==> src/design/ckhr_pkg.sv <==
package ckhr_pkg;

  localparam int CHAN_W      = 8;
  localparam int HUE_W       = 9;
  localparam int SAT_W       = 9;
  localparam int CFG_DATA_W  = 9;
  localparam int CFG_INDEX_W = 1;
  localparam int SECTOR_W    = 4;
  localparam int FRAC_W      = 6;
  localparam int NUM_W       = 14;

  // Register indexes of the configuration port.
  localparam logic [CFG_INDEX_W-1:0] REG_TARGET_HUE = 1'b0;
  localparam logic [CFG_INDEX_W-1:0] REG_TARGET_SAT = 1'b1;

  localparam logic [CHAN_W-1:0] CHAN_MAX = 8'hFF;
  localparam logic [SAT_W-1:0]  SAT_ONE  = 9'd256;

  localparam int HUE_SECTOR_DEG = 60;
  localparam int FRAC_SCALE     = 15360;

  // Hue sectors; codes five and up all take the magenta-to-red branch.
  localparam logic [SECTOR_W-1:0] SECTOR_RED_YELLOW  = 4'd0;
  localparam logic [SECTOR_W-1:0] SECTOR_YELLOW_GREEN = 4'd1;
  localparam logic [SECTOR_W-1:0] SECTOR_GREEN_CYAN  = 4'd2;
  localparam logic [SECTOR_W-1:0] SECTOR_CYAN_BLUE   = 4'd3;
  localparam logic [SECTOR_W-1:0] SECTOR_BLUE_MAGENTA = 4'd4;

  typedef struct packed {
    logic [SECTOR_W-1:0] sector;
    logic [SAT_W-1:0]    p_scale;
    logic [NUM_W-1:0]    q_scale;
    logic [NUM_W-1:0]    t_scale;
  } hue_params_t;

  typedef struct packed {
    logic              key;
    logic [CHAN_W-1:0] value;
    logic [CHAN_W-1:0] red;
    logic [CHAN_W-1:0] green;
    logic [CHAN_W-1:0] blue;
    logic [CHAN_W-1:0] alpha;
  } pixel_word_t;

endpackage

==> src/design/ckhr_in_if.sv <==
interface ckhr_in_if;
  import ckhr_pkg::*;

  logic              valid;
  logic              ready;
  logic [CHAN_W-1:0] in_blue;
  logic [CHAN_W-1:0] in_green;
  logic [CHAN_W-1:0] in_red;
  logic [CHAN_W-1:0] in_alpha;

  modport source (output valid, output in_blue, output in_green, output in_red,
                  output in_alpha, input ready);
  modport sink (input valid, input in_blue, input in_green, input in_red,
                input in_alpha, output ready);
endinterface

==> src/design/ckhr_out_if.sv <==
interface ckhr_out_if;
  import ckhr_pkg::*;

  logic              valid;
  logic              ready;
  logic [CHAN_W-1:0] out_blue;
  logic [CHAN_W-1:0] out_green;
  logic [CHAN_W-1:0] out_red;
  logic [CHAN_W-1:0] out_alpha;

  modport source (output valid, output out_blue, output out_green, output out_red,
                  output out_alpha, input ready);
  modport sink (input valid, input out_blue, input out_green, input out_red,
                input out_alpha, output ready);
endinterface

==> src/design/color_key_hue_recolor.sv <==
// Color-keyed recolor of ARGB pixels, one word per clock sustained while the output
// is not held. A magenta word (red 255, green 0, blue 255) is the key: its color
// passes unchanged and its alpha becomes 0. Every other word keeps its alpha and its
// value max(r,g,b), takes the configured hue (degrees) and saturation (Q8, values
// above 256 act as 256), and is converted back to RGB with truncating fixed-point
// arithmetic. A word accepted at the input lands in the front register, then moves
// through the queue, a multiply stage and the output register before it is offered
// on the output. The queue of QUEUE_DEPTH words lets the input keep flowing while
// the output is held.
// Configuration is written through cfg_wen, cfg_index and cfg_data (index 0 is the
// hue, index 1 the saturation); the derived sector and scale factors are registered
// on their way to params and settle ahead of any word accepted after the write.
module color_key_hue_recolor #(
  parameter int QUEUE_DEPTH = 4
) (
  input  logic                             clk,
  input  logic                             rst,
  input  logic                             cfg_wen,
  input  logic [ckhr_pkg::CFG_INDEX_W-1:0] cfg_index,
  input  logic [ckhr_pkg::CFG_DATA_W-1:0]  cfg_data,
  ckhr_in_if.sink                          pix_in,
  ckhr_out_if.source                       pix_out
);
  import ckhr_pkg::*;

  // Hue sector and the three scale factors, recomputed from the registers.
  hue_params_t params;

  // Front register to queue.
  logic        front_valid;
  pixel_word_t front_word;
  logic        front_ready;

  // Queue to back end.
  logic        queue_valid;
  pixel_word_t queue_word;
  logic        queue_ready;

  ckhr_cfg u_cfg (
    .clk    (clk),
    .rst    (rst),
    .wen    (cfg_wen),
    .index  (cfg_index),
    .data   (cfg_data),
    .params (params)
  );

  // The front end finds the key color and the value of each word.
  ckhr_front u_front (
    .clk        (clk),
    .rst        (rst),
    .pix_in     (pix_in),
    .word_valid (front_valid),
    .word       (front_word),
    .word_ready (front_ready)
  );

  ckhr_queue #(
    .DEPTH (QUEUE_DEPTH)
  ) u_queue (
    .clk       (clk),
    .rst       (rst),
    .in_valid  (front_valid),
    .in_word   (front_word),
    .in_ready  (front_ready),
    .out_valid (queue_valid),
    .out_word  (queue_word),
    .out_ready (queue_ready)
  );

  // The back end scales the value into p, q and t and picks the channel order
  // for the sector; key words bypass the arithmetic.
  ckhr_back u_back (
    .clk        (clk),
    .rst        (rst),
    .word_valid (queue_valid),
    .word       (queue_word),
    .word_ready (queue_ready),
    .params     (params),
    .pix_out    (pix_out)
  );

endmodule

==> src/design/ckhr_cfg.sv <==
module ckhr_cfg (
  input  logic                             clk,
  input  logic                             rst,
  input  logic                             wen,
  input  logic [ckhr_pkg::CFG_INDEX_W-1:0] index,
  input  logic [ckhr_pkg::CFG_DATA_W-1:0]  data,
  output ckhr_pkg::hue_params_t            params
);
  import ckhr_pkg::*;

  localparam int MAX_SECTOR = ((1 << HUE_W) - 1) / HUE_SECTOR_DEG;

  logic [HUE_W-1:0]    hue;
  logic [SAT_W-1:0]    sat;
  logic [SECTOR_W-1:0] sector_next;
  logic [HUE_W-1:0]    base_next;
  logic [SAT_W-1:0]    sat_clamped;
  logic [SECTOR_W-1:0] sector_a;
  logic [FRAC_W-1:0]   frac_a;
  logic [SAT_W-1:0]    sat_a;
  logic [15-1:0]       q_mul;
  logic [15-1:0]       t_mul;
  hue_params_t         params_next;

  always_ff @(posedge clk) begin
    if (rst) begin
      hue <= '0;
      sat <= SAT_ONE;
    end else if (wen) begin
      unique case (index)
        REG_TARGET_HUE: hue <= data[HUE_W-1:0];
        REG_TARGET_SAT: sat <= data[SAT_W-1:0];
      endcase
    end
  end

  // Sector and remainder by comparing against each multiple of 60.
  always_comb begin
    sector_next = '0;
    base_next   = '0;
    for (int k = 1; k <= MAX_SECTOR; k++) begin
      if (hue >= HUE_W'(k * HUE_SECTOR_DEG)) begin
        sector_next = SECTOR_W'(k);
        base_next   = HUE_W'(k * HUE_SECTOR_DEG);
      end
    end
    sat_clamped = (sat > SAT_ONE) ? SAT_ONE : sat;
  end

  always_ff @(posedge clk) begin
    sector_a <= sector_next;
    frac_a   <= FRAC_W'(hue - base_next);
    sat_a    <= sat_clamped;
  end

  always_comb begin
    q_mul = 15'(sat_a) * 15'(frac_a);
    t_mul = 15'(sat_a) * 15'(FRAC_W'(HUE_SECTOR_DEG) - frac_a);
    params_next.sector  = sector_a;
    params_next.p_scale = SAT_ONE - sat_a;
    params_next.q_scale = NUM_W'(15'(FRAC_SCALE) - q_mul);
    params_next.t_scale = NUM_W'(15'(FRAC_SCALE) - t_mul);
  end

  always_ff @(posedge clk) begin
    params <= params_next;
  end

endmodule

==> src/design/ckhr_front.sv <==
module ckhr_front (
  input  logic                  clk,
  input  logic                  rst,
  ckhr_in_if.sink               pix_in,
  output logic                  word_valid,
  output ckhr_pkg::pixel_word_t word,
  input  logic                  word_ready
);
  import ckhr_pkg::*;

  pixel_word_t word_next;
  logic        accept;

  assign pix_in.ready = !word_valid || word_ready;
  assign accept       = pix_in.valid && pix_in.ready;

  always_comb begin
    word_next.key   = (pix_in.in_red == CHAN_MAX) && (pix_in.in_green == '0) &&
                      (pix_in.in_blue == CHAN_MAX);
    word_next.value = pix_in.in_red;
    if (pix_in.in_green > word_next.value) begin
      word_next.value = pix_in.in_green;
    end
    if (pix_in.in_blue > word_next.value) begin
      word_next.value = pix_in.in_blue;
    end
    word_next.red   = pix_in.in_red;
    word_next.green = pix_in.in_green;
    word_next.blue  = pix_in.in_blue;
    word_next.alpha = pix_in.in_alpha;
  end

  always_ff @(posedge clk) begin
    if (rst) begin
      word_valid <= 1'b0;
    end else if (pix_in.ready) begin
      word_valid <= pix_in.valid;
    end
  end

  always_ff @(posedge clk) begin
    if (accept) begin
      word <= word_next;
    end
  end

endmodule

==> src/design/ckhr_queue.sv <==
module ckhr_queue #(
  parameter int DEPTH = 4
) (
  input  logic                  clk,
  input  logic                  rst,
  input  logic                  in_valid,
  input  ckhr_pkg::pixel_word_t in_word,
  output logic                  in_ready,
  output logic                  out_valid,
  output ckhr_pkg::pixel_word_t out_word,
  input  logic                  out_ready
);
  import ckhr_pkg::*;

  localparam int PTR_W = (DEPTH > 1) ? $clog2(DEPTH) : 1;
  localparam int CNT_W = $clog2(DEPTH + 1);

  pixel_word_t      mem [DEPTH];
  logic [PTR_W-1:0] wr_ptr;
  logic [PTR_W-1:0] rd_ptr;
  logic [CNT_W-1:0] count;
  logic [CNT_W-1:0] count_next;
  logic             push;
  logic             pop;

  assign in_ready  = (count != CNT_W'(DEPTH));
  assign out_valid = (count != '0);
  assign out_word  = mem[rd_ptr];
  assign push      = in_valid && in_ready;
  assign pop       = out_valid && out_ready;

  always_comb begin
    case ({push, pop})
      2'b10:   count_next = count + 1'b1;
      2'b01:   count_next = count - 1'b1;
      default: count_next = count;
    endcase
  end

  always_ff @(posedge clk) begin
    if (rst) begin
      wr_ptr <= '0;
      rd_ptr <= '0;
      count  <= '0;
    end else begin
      count <= count_next;
      if (push) begin
        wr_ptr <= (wr_ptr == PTR_W'(DEPTH - 1)) ? '0 : wr_ptr + 1'b1;
      end
      if (pop) begin
        rd_ptr <= (rd_ptr == PTR_W'(DEPTH - 1)) ? '0 : rd_ptr + 1'b1;
      end
    end
  end

  always_ff @(posedge clk) begin
    if (push) begin
      mem[wr_ptr] <= in_word;
    end
  end

endmodule

==> src/design/ckhr_back.sv <==
module ckhr_back (
  input  logic                  clk,
  input  logic                  rst,
  input  logic                  word_valid,
  input  ckhr_pkg::pixel_word_t word,
  output logic                  word_ready,
  input  ckhr_pkg::hue_params_t params,
  ckhr_out_if.source            pix_out
);
  import ckhr_pkg::*;

  localparam int           PROD_W      = 22;
  localparam int           RECIP_SHIFT = 16;
  localparam logic [12:0]  RECIP_15    = 13'd4370;

  // x / 15360 == ((x >> 10) / 15) for x below 2^22; y / 15 for a 12-bit y
  // is exact as (y * 4370) >> 16.
  function automatic logic [CHAN_W-1:0] div_frac_scale(input logic [PROD_W-1:0] prod);
    logic [11:0] y;
    logic [24:0] m;
    y = prod[PROD_W-1:10];
    m = 25'(y) * 25'(RECIP_15);
    return m[RECIP_SHIFT+CHAN_W-1:RECIP_SHIFT];
  endfunction

  logic              advance;
  logic              pop;
  logic              s1_valid;
  logic              s1_key;
  logic [CHAN_W-1:0] s1_red;
  logic [CHAN_W-1:0] s1_green;
  logic [CHAN_W-1:0] s1_blue;
  logic [CHAN_W-1:0] s1_alpha;
  logic [CHAN_W-1:0] s1_value;
  logic [SECTOR_W-1:0] s1_sector;
  logic [15:0]       s1_p_prod;
  logic [PROD_W-1:0] s1_q_prod;
  logic [PROD_W-1:0] s1_t_prod;
  logic [16:0]       p_full;
  logic [CHAN_W-1:0] p_val;
  logic [CHAN_W-1:0] q_val;
  logic [CHAN_W-1:0] t_val;
  logic [CHAN_W-1:0] red_next;
  logic [CHAN_W-1:0] green_next;
  logic [CHAN_W-1:0] blue_next;
  logic [CHAN_W-1:0] alpha_next;
  logic              res_valid;
  logic [CHAN_W-1:0] res_red;
  logic [CHAN_W-1:0] res_green;
  logic [CHAN_W-1:0] res_blue;
  logic [CHAN_W-1:0] res_alpha;

  assign advance    = !res_valid || pix_out.ready;
  assign word_ready = advance;
  assign pop        = word_valid && advance;
  assign p_full     = 17'(word.value) * 17'(params.p_scale);

  always_ff @(posedge clk) begin
    if (rst) begin
      s1_valid <= 1'b0;
    end else if (advance) begin
      s1_valid <= word_valid;
    end
  end

  always_ff @(posedge clk) begin
    if (pop) begin
      s1_key    <= word.key;
      s1_red    <= word.red;
      s1_green  <= word.green;
      s1_blue   <= word.blue;
      s1_alpha  <= word.alpha;
      s1_value  <= word.value;
      s1_sector <= params.sector;
      s1_p_prod <= p_full[15:0];
      s1_q_prod <= PROD_W'(word.value) * PROD_W'(params.q_scale);
      s1_t_prod <= PROD_W'(word.value) * PROD_W'(params.t_scale);
    end
  end

  always_comb begin
    p_val = s1_p_prod[15:8];
    q_val = div_frac_scale(s1_q_prod);
    t_val = div_frac_scale(s1_t_prod);
    case (s1_sector)
      SECTOR_RED_YELLOW: begin
        red_next = s1_value; green_next = t_val;    blue_next = p_val;
      end
      SECTOR_YELLOW_GREEN: begin
        red_next = q_val;    green_next = s1_value; blue_next = p_val;
      end
      SECTOR_GREEN_CYAN: begin
        red_next = p_val;    green_next = s1_value; blue_next = t_val;
      end
      SECTOR_CYAN_BLUE: begin
        red_next = p_val;    green_next = q_val;    blue_next = s1_value;
      end
      SECTOR_BLUE_MAGENTA: begin
        red_next = t_val;    green_next = p_val;    blue_next = s1_value;
      end
      default: begin
        red_next = s1_value; green_next = p_val;    blue_next = q_val;
      end
    endcase
    alpha_next = s1_alpha;
    if (s1_key) begin
      red_next   = s1_red;
      green_next = s1_green;
      blue_next  = s1_blue;
      alpha_next = '0;
    end
  end

  always_ff @(posedge clk) begin
    if (rst) begin
      res_valid <= 1'b0;
    end else if (advance) begin
      res_valid <= s1_valid;
    end
  end

  always_ff @(posedge clk) begin
    if (advance && s1_valid) begin
      res_red   <= red_next;
      res_green <= green_next;
      res_blue  <= blue_next;
      res_alpha <= alpha_next;
    end
  end

  assign pix_out.valid     = res_valid;
  assign pix_out.out_red   = res_red;
  assign pix_out.out_green = res_green;
  assign pix_out.out_blue  = res_blue;
  assign pix_out.out_alpha = res_alpha;

endmodule

==> src/flat_wrapper.sv <==
// flat-port wrapper written by rule: the top's interface ports become plain ports
module color_key_hue_recolor_flat import ckhr_pkg::*;
#(
  parameter int QUEUE_DEPTH = 4
)
  (clk, rst, cfg_wen, cfg_index, cfg_data, pix_in_valid, pix_in_in_blue, pix_in_in_green, pix_in_in_red, pix_in_in_alpha, pix_in_ready, pix_out_valid, pix_out_out_blue, pix_out_out_green, pix_out_out_red, pix_out_out_alpha, pix_out_ready);
  ckhr_in_if pix_in_i ();
  ckhr_out_if pix_out_i ();
  input  logic clk;
  input  logic rst;
  input  logic cfg_wen;
  input  logic [ckhr_pkg::CFG_INDEX_W-1:0] cfg_index;
  input  logic [ckhr_pkg::CFG_DATA_W-1:0] cfg_data;
  input wire logic [$bits(pix_in_i.valid)-1:0] pix_in_valid;
  input wire logic [$bits(pix_in_i.in_blue)-1:0] pix_in_in_blue;
  input wire logic [$bits(pix_in_i.in_green)-1:0] pix_in_in_green;
  input wire logic [$bits(pix_in_i.in_red)-1:0] pix_in_in_red;
  input wire logic [$bits(pix_in_i.in_alpha)-1:0] pix_in_in_alpha;
  output wire logic [$bits(pix_in_i.ready)-1:0] pix_in_ready;
  output wire logic [$bits(pix_out_i.valid)-1:0] pix_out_valid;
  output wire logic [$bits(pix_out_i.out_blue)-1:0] pix_out_out_blue;
  output wire logic [$bits(pix_out_i.out_green)-1:0] pix_out_out_green;
  output wire logic [$bits(pix_out_i.out_red)-1:0] pix_out_out_red;
  output wire logic [$bits(pix_out_i.out_alpha)-1:0] pix_out_out_alpha;
  input wire logic [$bits(pix_out_i.ready)-1:0] pix_out_ready;
  assign pix_in_i.valid = pix_in_valid;
  assign pix_in_i.in_blue = pix_in_in_blue;
  assign pix_in_i.in_green = pix_in_in_green;
  assign pix_in_i.in_red = pix_in_in_red;
  assign pix_in_i.in_alpha = pix_in_in_alpha;
  assign pix_in_ready = pix_in_i.ready;
  assign pix_out_valid = pix_out_i.valid;
  assign pix_out_out_blue = pix_out_i.out_blue;
  assign pix_out_out_green = pix_out_i.out_green;
  assign pix_out_out_red = pix_out_i.out_red;
  assign pix_out_out_alpha = pix_out_i.out_alpha;
  assign pix_out_i.ready = pix_out_ready;
  color_key_hue_recolor #(.QUEUE_DEPTH(QUEUE_DEPTH)) u_core (.clk(clk), .rst(rst), .cfg_wen(cfg_wen), .cfg_index(cfg_index), .cfg_data(cfg_data), .pix_in(pix_in_i), .pix_out(pix_out_i));
endmodule
==> config.mk <==
export PLATFORM = sky130hd
export DESIGN_NAME = color_key_hue_recolor_flat
export DESIGN_NICKNAME = d
export VERILOG_FILES = /design/src/design/ckhr_pkg.sv /design/src/design/ckhr_in_if.sv /design/src/design/ckhr_out_if.sv /design/src/design/color_key_hue_recolor.sv /design/src/design/ckhr_cfg.sv /design/src/design/ckhr_front.sv /design/src/design/ckhr_queue.sv /design/src/design/ckhr_back.sv /design/src/flat_wrapper.sv
export SDC_FILE = /design/constraint.sdc
export NUM_CORES = 1
export LEC_CHECK = 0
export ABC_AREA = 0
export BUFFER_PORTS_ARGS = -buffer_cell sky130_fd_sc_hd__buf_2
export CORE_ASPECT_RATIO = 0.9
export CORE_MARGIN = 1
export CORE_UTILIZATION = 55
export DETAILED_ROUTE_END_ITERATION = 8
export GPL_TIMING_DRIVEN = 0
export PLACE_DENSITY = 0.72
export SLEW_MARGIN = 20
export SYNTH_ARGS = -nofsm -noshare
export SYNTH_HDL_FRONTEND = slang
export SYNTH_HIERARCHICAL = 1
export SYNTH_SLANG_ARGS = --single-unit
==> constraint.sdc <==
create_clock -name clk -period 9.62 [get_ports clk]
set_input_delay 0.481 -clock clk [delete_from_list [all_inputs] [get_ports clk]]
set_output_delay 0.481 -clock clk [all_outputs]
set_load 0.01 [all_outputs]
[After elaboration in Yosys (flattened, before gate mapping)]
Memories as Yosys holds them, arrays and structs flattened. A register that Yosys moved wholly into a read port is not among the register bits.
Index checks and enable logic that the tools add are counted.
Storage, ports and cells
  bits in registers: 266
  RAM bits: 164
  input port bits: 47
  output and inout port bits: 34
  logic and storage cells: 125
  memories: 1
Cells by class
  add/sub/neg operators: 9
  $mul: 7
  order comparisons: 11
  eq/ne operators: 11
  muxes and demuxes: 30
  bitwise operators: 1
  reduce and logical (&&, ||, !) cells: 20
Memory list
  u_core.u_queue.mem: depth 4, bits a word 41, rd ports 1, clocked after Yosys merged registers in 1, wr ports 1, line ckhr_queue.sv:18  | pixel_word_t mem [DEPTH];
Operators with widths (count)
  $pmux W8 S3: 3
  $mux W6: 8
  $mul A12 B12 Y23 const B: 2
  $mul A8 B14 Y22: 2
  $mux W8: 5
  $ge A9 B9 Y1 const B: 4
  $sub A14 B14 Y14 const A: 2
  $mux W4: 6
  $ge A9 B8 Y1 const B: 2
  $eq A8 B8 Y1 const B: 2
  $gt A8 B8 Y1: 2
  $mul A8 B9 Y16: 1
  $mul A10 B7 Y14: 1
  $mul A9 B6 Y14: 1
  $ge A9 B6 Y1 const B: 1
  $ge A9 B7 Y1 const B: 1
  $gt A9 B9 Y1 const B: 1
  $sub A9 B9 Y9 const A: 1
  $eq A4 B2 Y1 const B: 2
  $logic_not A8 Y1: 1
  $mux W2: 4
  $reduce_or A2 Y1: 4
  $sub A6 B6 Y7 const A: 1
  $eq A2 B2 Y1 const B: 3
  18 further kinds: 29

[Longest topological paths before layout]
Gate-level depths: netlist (run 1).
  depth in word-level cells: 10
  depth in mapped cells: 24
  depth with buffers taken out: 20

[By module]
Netlist (run 1), hierarchy kept.
By module, submodules not included
  ckhr_back: times used 1, cells an instance 1578, area an instance 15546.2 um^2
  ckhr_queue: times used 1, cells an instance 267, area an instance 6404.9 um^2
  ckhr_cfg: times used 1, cells an instance 711, area an instance 6301.0 um^2
  ckhr_front: times used 1, cells an instance 147, area an instance 2000.7 um^2

[Worst setup path after synthesis (run 1)]
No wires, ideal clock.
  path kind: register -> register
  start: reg (tool-made name)
  end: reg u_core.u_back.s1_t_prod[21] (data pin)
  library setup time: 260 ps
  arrival: 5560 ps
  required time: 9360 ps
  setup slack: 3800 ps
  cell stages (with the launch flop): 21
  period minus slack after synthesis: 5820 ps
  path through: dfxtp_1 > buf_2 > buf_4 > mux4_2 > clkbuf_1 > clkbuf_1 > and2_1 > fa_1 > fa_1 > fa_1 > fa_1 > ha_1 > a21o_1 > a21o_1 > a21oi_1 > o21ai_0 > a221oi_1 > o21ai_0 > nor3_1 > o21bai_1 > xnor2_1
RTL lines
  end signal: assignment: line ckhr_back.sv:77  | s1_t_prod <= PROD_W'(word.value) * PROD_W'(params.t_scale);
  end: declaration: line ckhr_back.sv:38  | logic [PROD_W-1:0] s1_t_prod;

==> results of run 1 <==
==> synthesized netlist by cell type, types with 5 or more instances <==
master,n
nor3_1,22
buf_4,6
or2_2,5
a211o_1,7
buf_1,11
clkbuf_1,68
nand3_1,25
mux4_2,41
inv_1,439
nand4_1,11
fa_1,262
or3_1,6
and2_1,275
xnor2_1,58
nor2b_1,31
nor2_1,94
o21a_1,21
edfxtp_1,314
xor2_1,31
a21o_1,21
o21ai_0,50
ha_1,327
nand2b_1,11
buf_2,5
nor4_1,5
o22ai_1,7
a221oi_1,14
a21oi_1,97
o21bai_1,11
mux2i_1,6
nand2_1,219
a21bo_2,7
a221o_1,6
a31oi_1,14
dfxtp_1,89
a211oi_1,6
o31ai_1,5
==> stage by stage <==
step | area, um2 | util | std cells | setup slack [ps]
floorplan | 30300 | - | 2703 | 3800
global placement | 31500 | 0.581 | 3488 | 2250
detailed placement | 31600 | 0.582 | 3491 | 2120
CTS | 33000 | 0.607 | 3571 | 2080
global route | 33000 | 0.607 | 3571 | 1790
finish | 33000 | 0.607 | 3572 | 1910
==> area by class of cell <==
class | count | area [um2]
Fill cell | 4382 | 21300
Multi-Input combinational cell | 1767 | 17000
Sequential cell | 403 | 11200
Inverter | 440 | 1650
Clock buffer | 55 | 1120
Tap cell | 705 | 882
Timing Repair Buffer | 83 | 460
Buffer | 93 | 400
Clock inverter | 25 | 249
Antenna cell | 1 | 2.50
==> logic make-up after synthesis <==
kind of cell | Yosys count | share of synthesized area
AND/OR/NAND/NOR | 730 | 0.125
multiplexers | 48 | 0.0329
AO/OA/AOI/OAI | 309 | 0.0689
buffers and inverters | 533 | 0.0678
adder cells (fa/ha/maj) | 591 | 0.309
XOR/XNOR | 89 | 0.0258
flip-flops | 403 | 0.371
==> sequential cells by signal, indices dropped and copies added, names as in the netlist, 6 cells and up, named ones only <==
register                         cells
u_core/u_back/s1_q_prod             12
u_core/u_back/s1_blue                8
u_core/u_cfg/sat                     9
u_core/u_back/pix_out.out_blue       8
u_core/u_cfg/hue                     9
u_core/u_cfg/params                 40
u_core/u_back/pix_out.out_red        8
u_core/u_front/word                 41
u_core/u_cfg/sat_a                   9
u_core/u_back/s1_value               8
u_core/u_back/s1_t_prod             12
u_core/u_back/s1_green               8
u_core/u_back/pix_out.out_alpha      8
u_core/u_back/s1_red                 8
u_core/u_cfg/frac_a                  6
u_core/u_queue/mem                 164
u_core/u_back/pix_out.out_green      8
u_core/u_back/s1_p_prod              8
u_core/u_back/s1_alpha               8
==> routing by layer <==
layer,GRT usage,vias to the layer above,share of wire
met3,0.0454,107,0.066
met5,0,-,0
met1,0.359,9904,0.45
met4,0.0653,0,0.019
li1,-,9244,-
met2,0.408,593,0.47
==> worst min path at each step <==
stage          depth (start not counted)                          endpoint                           startpoint
2_1_floorplan                          0   u_core/u_cfg/params[37]$_DFF_P_  u_core/u_cfg/sector_a[0]$_SDFF_PN0_
3_3_place_gp                           0   u_core/u_cfg/params[38]$_DFF_P_  u_core/u_cfg/sector_a[1]$_SDFF_PN0_
3_5_place_dp                           0   u_core/u_cfg/params[38]$_DFF_P_  u_core/u_cfg/sector_a[1]$_SDFF_PN0_
4_1_cts                                1  u_core/u_front/word[0]$_DFFE_PP_                   pix_in_in_alpha[0]
5_1_grt                                1  u_core/u_front/word[0]$_DFFE_PP_                   pix_in_in_alpha[0]
6_report                               1  u_core/u_front/word[0]$_DFFE_PP_                   pix_in_in_alpha[0]
==> worst register-to-register path, stage by stage (launching register included) <==
cell and delay (ps):
dfxtp_1 300, buf_1 330, buf_2 440, mux4_2 350
clkbuf_1 530, clkbuf_1 700, nand2_1 170, fa_1 530
inv_1 50, fa_1 470, fa_1 530, fa_1 490
ha_1 350, a21o_1 190, a21o_1 170, a21oi_1 160
o21ai_0 190, a221oi_1 650, o21ai_0 310, nor3_1 270
o21bai_1 130, xnor2_1 130
==> results.cfg, run 1 <==
[timing]
fin_skew_ps = 19.1
fmax_mhz = 130
drv_slew = 0
whs_ps = 92.7
hold_viol_final = 0
rsz0062_at_grt = no
tightest_slew_ps = 950
setup_violations = 0
min_period_ps = 7710
relSlewSlack = 0.367
post-route-period-util = 0.802
fin_tns_setup_ps = 0

[place]
place_congestion = 0.954
portBuffers = 80
dp_hpwl_um = 53000

[setup_path]
cpMostUsedCell = fa_1
crit_path_max_incr_delay_ps = 700
arrival_ps = 8030
r2r-end = u_core/u_back/s1_t_prod[21]$_DFFE_PP_
cp_max_fo = 10
start_kind = flip-flop
crit_family = adder cells
worst_setup_path_end_kind = flip-flop
cp_slowest_cell = clkbuf_1
crit_chain = buf_1 > buf_2 > mux4_2 > clkbuf_1 > clkbuf_1 > nand2_1 > fa_1 > inv_1 > fa_1 > fa_1 > fa_1 > ha_1 > a21o_1 > a21o_1 > a21oi_1 > o21ai_0 > a221oi_1 > o21ai_0 > nor3_1 > o21bai_1 > xnor2_1
critPathKind = flip-flop to flip-flop
critPathRequiredTime_ps = 9930
crit_end = u_core/u_back/s1_t_prod[21]$_DFFE_PP_
path_buf_inv = 5
cp_num_cells = 21
r2r_slack_ps = 1910
ff2ff_path_depth = 21

[global_route]
antenna_found_initial = 3
grt_pass1_vias = 20600
grt_pass1_wl_um = 111000
grt_overflow_total = 0
grt_max_degree = 48
grtUsageTotal = 0.254

[synthesis]
ys_types = 85
synthTopCellsByArea = edfxtp_1 31%, fa_1 17%, ha_1 14%, dfxtp_1 5.9%, and2_1 5.7%
async_flop_share = 0
seq_area_frac_synth = 0.371
netlist.area_leader.share = 0.312
synth_edf_count = 314
syn_inst = 2703
yosysTopAreaCell = edfxtp_1
mappedNetlistArea_um2 = 30300
yosys_register_bits = 403
ys.flop_type = edfxtp_1
syn_nets = 3339
synth.avg_cell_area_um2 = 11.2
yosysWarningCount = 6

[detailed_routing]
drt_wl_total_um = 69400
firstDrtPassIters = 5
via_per_inst = 5.56
avgRoutedWirePerCell_um = 19.4
first_iter_violations = 1451
ant_nets = 0
drc_errors = 0
num_vias = 19800

[clock_tree]
clockBufferDepth = 3
cts_tree = done
clock-sinks = 403
ctsHoldBuffers = 0
clkTransAtPathRegs_ps = 60
worstSkewPairLatency_ps = 580
post_cts_buffers = 0
h-tree-depth = 2
root_buffer = clkbuf_16
numCtsBuffers = 43
cts_resized = 0

[die]
start_util = 0.557
rows = 81
fp.dieH_um = 224
fp.coreArea_um2 = 54300
die_area_um2 = 55900
die_w_um = 249
io_pins = 81

[layout]
drive_above_1_share = 0.0837
area_growth_pct = 9.06
final_common_cell = inv_1
fin_nets = 3467
final_cell_mix = 439 x inv_1, 327 x ha_1, 314 x edfxtp_1, 272 x and2_1, 262 x fa_1

[min_path]
hp-class = input port to flip-flop

[run]
max_cap_violations = 0

[outcome]
status = completed
Power of run 1 is left out: the tool's default activity adds up to more than one toggle a clock period on the data nets, which glitch-free logic cannot reach.
==> inputs of run 2 (changes only) <==
- PLACE_DENSITY: 0.72 -> 0.74
- clock period: 9.62 -> 6.3 ns (I/O delays scaled with it)
==> run 2 against run 1 <==
  * Register-to-register slack got worse by 1700 ps
  * First-iteration DRC count rose by 0.96%
  * Via count up 2.0%
  * Flip-flop and latch count is the same
  * Cell area rose by 1.6%
  * Die area is the same
  * Clock skew grew 7.7 ps
  * Highest routed layer unchanged
  * Largest cell class unchanged
  * Non-clock buffer count increased by 40
  * Sequential share of layout area fell by 0.53 points
  * Critical endpoint is now u_core/u_back/s1_p_prod[15]$_DFFE_PP_
==> results.cfg, run 2 (same netlist as run 1, synthesis figures left out) <==
[layout]
fillers = 4259
final_cell_mix = 439 x inv_1, 327 x ha_1, 314 x edfxtp_1, 272 x and2_1, 262 x fa_1
antenna_cells = 0
final_util = 0.617
final_common_cell = inv_1
fin_cells = 3609
fin_area_um2 = 33500
largest_register_ffs = 164
largestRegisters = u_core/u_queue/mem x164, u_core/u_front/word x41, u_core/u_cfg/params x40
drive_above_1_share = 0.0985
area_growth_pct = 10.8
fin_nets = 3507
regMostFlops = u_core/u_queue/mem

[die]
die_area_um2 = 55900
fp.dieH_um = 224
rows = 81
start_util = 0.557
die_w_um = 249
io_pins = 81
fp.coreArea_um2 = 54300

[global_route]
grtUsageTotal = 0.257
grt_pass1_wl_um = 112000
grt_pass1_vias = 21000
grt_max_degree = 42
grt_overflow_total = 0
antenna_found_initial = 0

[min_path]
hp-class = input port to flip-flop
holdPathStages = 1

[setup_path]
crit_family = adder cells
critPathRequiredTime_ps = 6690
cp_slowest_cell = mux4_2
cp_num_cells = 20
arrival_ps = 6480
start_kind = flip-flop
path_buf_inv = 7
ff2ff_path_depth = 20
cp_max_fo = 10
crit_chain = clkbuf_4 > buf_12 > mux4_2 > clkbuf_4 > and2_1 > fa_1 > inv_1 > fa_1 > inv_1 > fa_1 > inv_1 > fa_1 > inv_1 > ha_1 > o21a_1 > o31a_1 > o221a_2 > and4_1 > or4_1 > o311ai_1
critPathKind = flip-flop to flip-flop
crit_path_max_incr_delay_ps = 670
worst_setup_path_end_kind = flip-flop

[timing]
relSlewSlack = 0.504
tightest_slew_ps = 739
fin_skew_ps = 26.8
whs_ps = 19.2
hold_viol_final = 0
post-route-period-util = 0.966
fmax_mhz = 164
setup_violations = 0
min_period_ps = 6090
drv_slew = 0

[clock_tree]
worstSkewPairLatency_ps = 590
clock-sinks = 403
cts_tree = done
numCtsBuffers = 43
h-tree-depth = 2
clkTransAtPathRegs_ps = 70
clockBufferDepth = 3
root_buffer = clkbuf_16

[run]
max_cap_violations = 0

[place]
portBuffers = 80
dp_cells = 3491
place_congestion = 0.929
place_area_um2 = 31600
dp_hpwl_um = 52700

[detailed_routing]
num_vias = 20200
avgRoutedWirePerCell_um = 19.5
drc_errors = 0
ant_nets = 0
firstDrtPassIters = 6
first_iter_violations = 1465
drt_wl_total_um = 70500
via_per_inst = 5.61

[outcome]
status = completed
## run 2: worst paths after layout
path,slack [ps],end,start
setup / recovery,210,u_core/u_back/s1_p_prod[15]$_DFFE_PP_,flip-flop
hold / removal,20,u_core/u_front/word[23]$_DFFE_PP_,pix_in_in_green[7]
setup reg to reg,210,u_core/u_back/s1_p_prod[15]$_DFFE_PP_,flip-flop
hold reg to reg,330,u_core/u_cfg/params[39]$_DFF_P_,u_core/u_cfg/sector_a[2]$_SDFF_PN0_
## run 2: per-stage QoR
step	worst slack, ps	TNS (ps)
final	211	0
after global routing	-17.2	-21.9
after CTS	16.0	0
after detailed placement	-1100	-10020
after global placement	-1040	-9320
after floorplan	480	0
## run 2: cell type report
type | count | area (um2) | share of cell area
clock buffers | 48 | 1100 | 0.0330
clock inverters | 30 | 285 | 0.00851
repair buffers | 131 | 903 | 0.0270
plain buffers | 85 | 424 | 0.0127
flip-flops and latches | 403 | 11200 | 0.334
well taps | 705 | 882 | 0.0263
inverters | 440 | 1650 | 0.0493
multi-input cells | 1767 | 17100 | 0.509
## run 2: timing repair
item	4_1_cts	5_1_grt
endpoints found under the setup margin	24	10
hold buffers	33	0
gates resized for setup	22	26
endpoints found under the hold margin	43	0
pin swaps	1	1
cloned	0	0
setup buffers	10	5
## run 2: worst reg2reg max path: cells and delay by family, from the launching register on
kind                     cells  cell delay (ps)
AO/OA/AOI/OAI                4              720
adder cells (fa/ha/maj)      5             2390
buffers and inverters        7              910
flip-flops                   1              310
multiplexers                 1              680
AND/OR/NAND/NOR              3              920
## run 2: routing by layer
layer | vias to the layer above | global-route usage | part of all wire
li1 | 9347 | - | -
met3 | 125 | 0.0431 | 0.070
met2 | 730 | 0.419 | 0.47
met1 | 10000 | 0.349 | 0.43
met5 | - | 0 | 0
met4 | 0 | 0.0884 | 0.030
Power of run 2 is left out for the same reason.
